### src/rtl/keqs_pkg.sv
package keqs_pkg;

   localparam int NUM_QUEUES  = 64;
   localparam int QUEUE_DEPTH = 16;

   localparam int SLOT_W     = (NUM_QUEUES > 1) ? $clog2(NUM_QUEUES) : 1;
   localparam int PTR_W      = $clog2(QUEUE_DEPTH);
   localparam int EV_ADDR_W  = SLOT_W + PTR_W;
   localparam int EV_ENTRIES = NUM_QUEUES * (2 ** PTR_W);

   localparam logic [1:0] OP_PUSH  = 2'd0;
   localparam logic [1:0] OP_POP   = 2'd1;
   localparam logic [1:0] OP_CLEAN = 2'd2;

   localparam logic [1:0] ST_DONE  = 2'd0;
   localparam logic [1:0] ST_FULL  = 2'd1;
   localparam logic [1:0] ST_EMPTY = 2'd2;
   localparam logic [1:0] ST_NOQ   = 2'd3;

   typedef struct packed {
      logic [7:0]  kind;
      logic [31:0] control;
      logic [31:0] window;
      logic [63:0] callback;
   } keqs_event_type;

   typedef struct packed {
      logic [PTR_W-1:0] rd;
      logic [PTR_W-1:0] wr;
   } keqs_ptr_type;

   typedef struct packed {
      logic capture;
      logic resolve;
      logic execute;
      logic load;
   } keqs_cmd_type;

   typedef struct packed {
      logic out_free;
   } keqs_stat_type;

   function automatic logic [PTR_W-1:0] ptr_incr(input logic [PTR_W-1:0] p);
      logic [PTR_W-1:0] r;
      if (p == PTR_W'(QUEUE_DEPTH - 1)) begin
         r = '0;
      end else begin
         r = p + PTR_W'(1);
      end
      return r;
   endfunction

endpackage

### src/rtl/keqs_ctrl.sv
module keqs_ctrl
   import keqs_pkg::*;
(
   input  logic          clock,
   input  logic          reset,
   input  logic          req_valid,
   output logic          req_ready,
   input  keqs_stat_type stat,
   output keqs_cmd_type  cmd
);

   typedef enum logic [3:0] {
      S_IDLE    = 4'b0001,
      S_RESOLVE = 4'b0010,
      S_EXEC    = 4'b0100,
      S_LOAD    = 4'b1000
   } keqs_state_type;

   keqs_state_type state_ff, state_in;

   always_comb begin
      state_in  = state_ff;
      cmd       = '0;
      req_ready = 1'b0;
      case (state_ff)
         S_IDLE: begin
            req_ready = 1'b1;
            if (req_valid) begin
               cmd.capture = 1'b1;
               state_in    = S_RESOLVE;
            end
         end
         S_RESOLVE: begin
            cmd.resolve = 1'b1;
            state_in    = S_EXEC;
         end
         S_EXEC: begin
            cmd.execute = 1'b1;
            state_in    = S_LOAD;
         end
         S_LOAD: begin
            if (stat.out_free) begin
               cmd.load = 1'b1;
               state_in = S_IDLE;
            end
         end
         default: begin
            state_in = S_IDLE;
         end
      endcase
   end

   always_ff @(posedge clock) begin
      if (reset) begin
         state_ff <= S_IDLE;
      end else begin
         state_ff <= state_in;
      end
   end

endmodule

### config.mk
export PLATFORM = sky130hd
export DESIGN_NAME = keqs_ctrl
export DESIGN_NICKNAME = d
export VERILOG_FILES = /design/src/rtl/keqs_pkg.sv /design/src/rtl/keqs_ctrl.sv
export SDC_FILE = /design/constraint.sdc
export NUM_CORES = 1
export LEC_CHECK = 0
export BUFFER_PORTS_ARGS = -buffer_cell sky130_fd_sc_hd__buf_4
export CAP_MARGIN = 25
export CORE_AREA = 2 2 39 41
export DETAILED_ROUTE_END_ITERATION = 12
export DIE_AREA = 0 0 41 43
export GPL_TIMING_DRIVEN = 1
export PLACE_DENSITY = 0.49
export SETUP_SLACK_MARGIN = 0.15
export SYNTH_ARGS = -nofsm -noshare
export SYNTH_HDL_FRONTEND = slang
export SYNTH_SLANG_ARGS = --single-unit
export TNS_END_PERCENT = 50
### constraint.sdc
create_clock -name clock -period 2.85 [get_ports clock]
set_clock_uncertainty 0.05 [all_clocks]
set_input_delay 0.855 -clock clock [delete_from_list [all_inputs] [get_ports clock]]
set_output_delay 0.855 -clock clock [all_outputs]
set_load 0.05 [all_outputs]
==> metrics.txt <==
RSZ-0062 raised after global routing no; dpl ws 0.619 ns; CTS Buffer Depth 2; Post-Synth Simple-Gate Area 45.1%; synthesis-to-finish area growth 39.4%; layout cells sized above 1 41.2%; CTS clock-pin slew for the worst setup and hold paths 0.04 ns; pin count of the biggest net entering global routing 8; Setup crit start kind flop; crit path capture type output port; clock root cell clkbuf_4; initial antenna violation count 0; Post-Synth Adder-Cell Area 0%; Mapped Avg Cell Area 10.1 um^2; count of distinct cell types in the synthesized netlist 18; global-route wire length before repair 759 um; First DRT Iteration DRCs 2; Lkg Pwr 0.000148 uW; Die Span X 41 um; clk sinks 4; die height 43 um; core area 1380 um^2; Worst Tran Pin Value 0.324 ns; final hold violation count 0; synth warn 0; Reg with most FFs state_ff; # port buffers 8; WL final 495 um; Synth Area in XOR/XNOR 0%; diodes inserted 0; Pwr per Cell Area 658 nW/um^2; critical path class reg2out; final std cell area, no fill 337 um^2; setup TNS 0 ns; CTS tree yes; Worst-Skew Late Latency 0.23 ns; f_max 434 MHz; Tot GR Track Use 7.03%; Power, Total 222 uW; total CTS buffers 3; Compound-Gate Fraction of Synth Area 17.1%; Worst Setup Slack, final 0.543 ns; Largest register FFs 4; vias per cell 4.16; Rows 14; wire per inst 9.90 um; max_cap viols 0; worst vdd ir 0.293 mV; gpl congestion 0.713; CP arrival 1.40 ns; Final #Nets 40; Worst slew margin 78.3%; post_cts resized 0; Final Max Tran Viols 0; starting density of the core 17.5%; DRC 0; syn_nets 28; grt ovf 0; biggest regs state_ff (4); vias in the first global route 202; Final Util 24.3%; outcome finished clean; Worst Hold Class reg2reg; area of the die 1760 um^2; CTS Hold Buffers Added 0; Post-Syn Area 241 um^2; Seq cells post-synth 4; placed inst area 314 um^2; router iterations before antenna repair 2; final setup violation count 0; register area share after synthesis 33.2%; crit path max fanout 5; Req. time, crit path 1.95 ns; via count 208; largest family of logic cells by synthesized area simple AND/OR/NAND/NOR gates; Final Cycle Share 80.9%; num ports 9; Mapped Cells 24; Tmin final 2.31 ns; H-Tree Depth 1; mux cell area share after synthesis 0%; DRT antenna net count 0; Setup Fix Bufs, Post-CTS 0
-- routing by layer --
metal  GRT usage (%)  part of all wire, %  vias to the layer above
li1                -                    -                      108
met1            8.68                   46                       92
met2            7.81                   46                        8
met3            1.57                  7.7                        0
met4            10.0                    0                        0
met5               0                    0                        -
-- synth_stat cells (all sizes together) --
cell type,count,area share (%)
and2,1,2.6
inv,1,1.6
and2b,1,3.1
a21oi,2,4.1
o31ai,1,3.1
o21a,1,3.1
dfxtp,4,33
nor2,2,4.1
nor3b,2,6.2
nor4b,2,16
and4b,1,4.1
or3b,1,3.6
a211o,1,3.6
o21bai,1,3.1
buf,1,3.1
nor2b,2,5.2
-- final cells by class --
class / instances / area, um^2
timing repair buffer: 8 / 60.1
clock buffer: 3 / 22.5
fill: 154 / 1050
tap: 16 / 20.0
inverter: 1 / 3.75
multi-input combinational: 18 / 150
sequential: 4 / 80.1
-- worst max-delay path, stage by stage (launching register included) --
cell     delay, ns
dfxtp_1       0.42
or3b_1        0.41
nor2_2        0.12
buf_4         0.21
-- final timing paths --
path	slack, ns	startpoint	end	cells after the start
max	0.54	state_ff[2]	cmd[1]	3
max reg2reg	1.63	state_ff[2]	state_ff[0]	3
min reg2reg	0.60	state_ff[1]	state_ff[0]	2
min	0.60	state_ff[1]	state_ff[0]	2
-- stage by stage --
step,instances,hold WS (ns)
2_1_floorplan,24,0.537
3_5_place_dp,47,0.594
4_1_cts,50,0.595
5_1_grt,50,0.625
6_report,50,0.595
3_3_place_gp,47,0.588
-- cell usage in the layout (no fill, tap or decap) --
cell type and instances:
a211o_1 1, a21oi_1 2, and2_1 1, and2b_1 1
and4b_1 1, buf_4 8, clkbuf_4 3, dfxtp_1 4
inv_1 1, nor2_1 1, nor2_2 1, nor2b_1 2
nor3b_1 2, nor4b_2 1, nor4b_4 1, o21a_1 1
o21bai_1 1, o31ai_1 1, or3b_1 1
-- report_power, final --
| group | internal (uW) | total (uW) | switching [uW] |
|---|---|---|---|
| sequential | 62.4 | 73.3 | 10.8 |
| combinational | 34.0 | 79.0 | 45.0 |
| clock | 47.1 | 69.4 | 22.3 |
-- logic make-up after synthesis --
kind of cell | after synthesis
flip-flops | 4
AND/OR/NAND/NOR | 12
buffers and inverters | 2
AO/OA/AOI/OAI | 6
(Power assumes the default switching activity.)
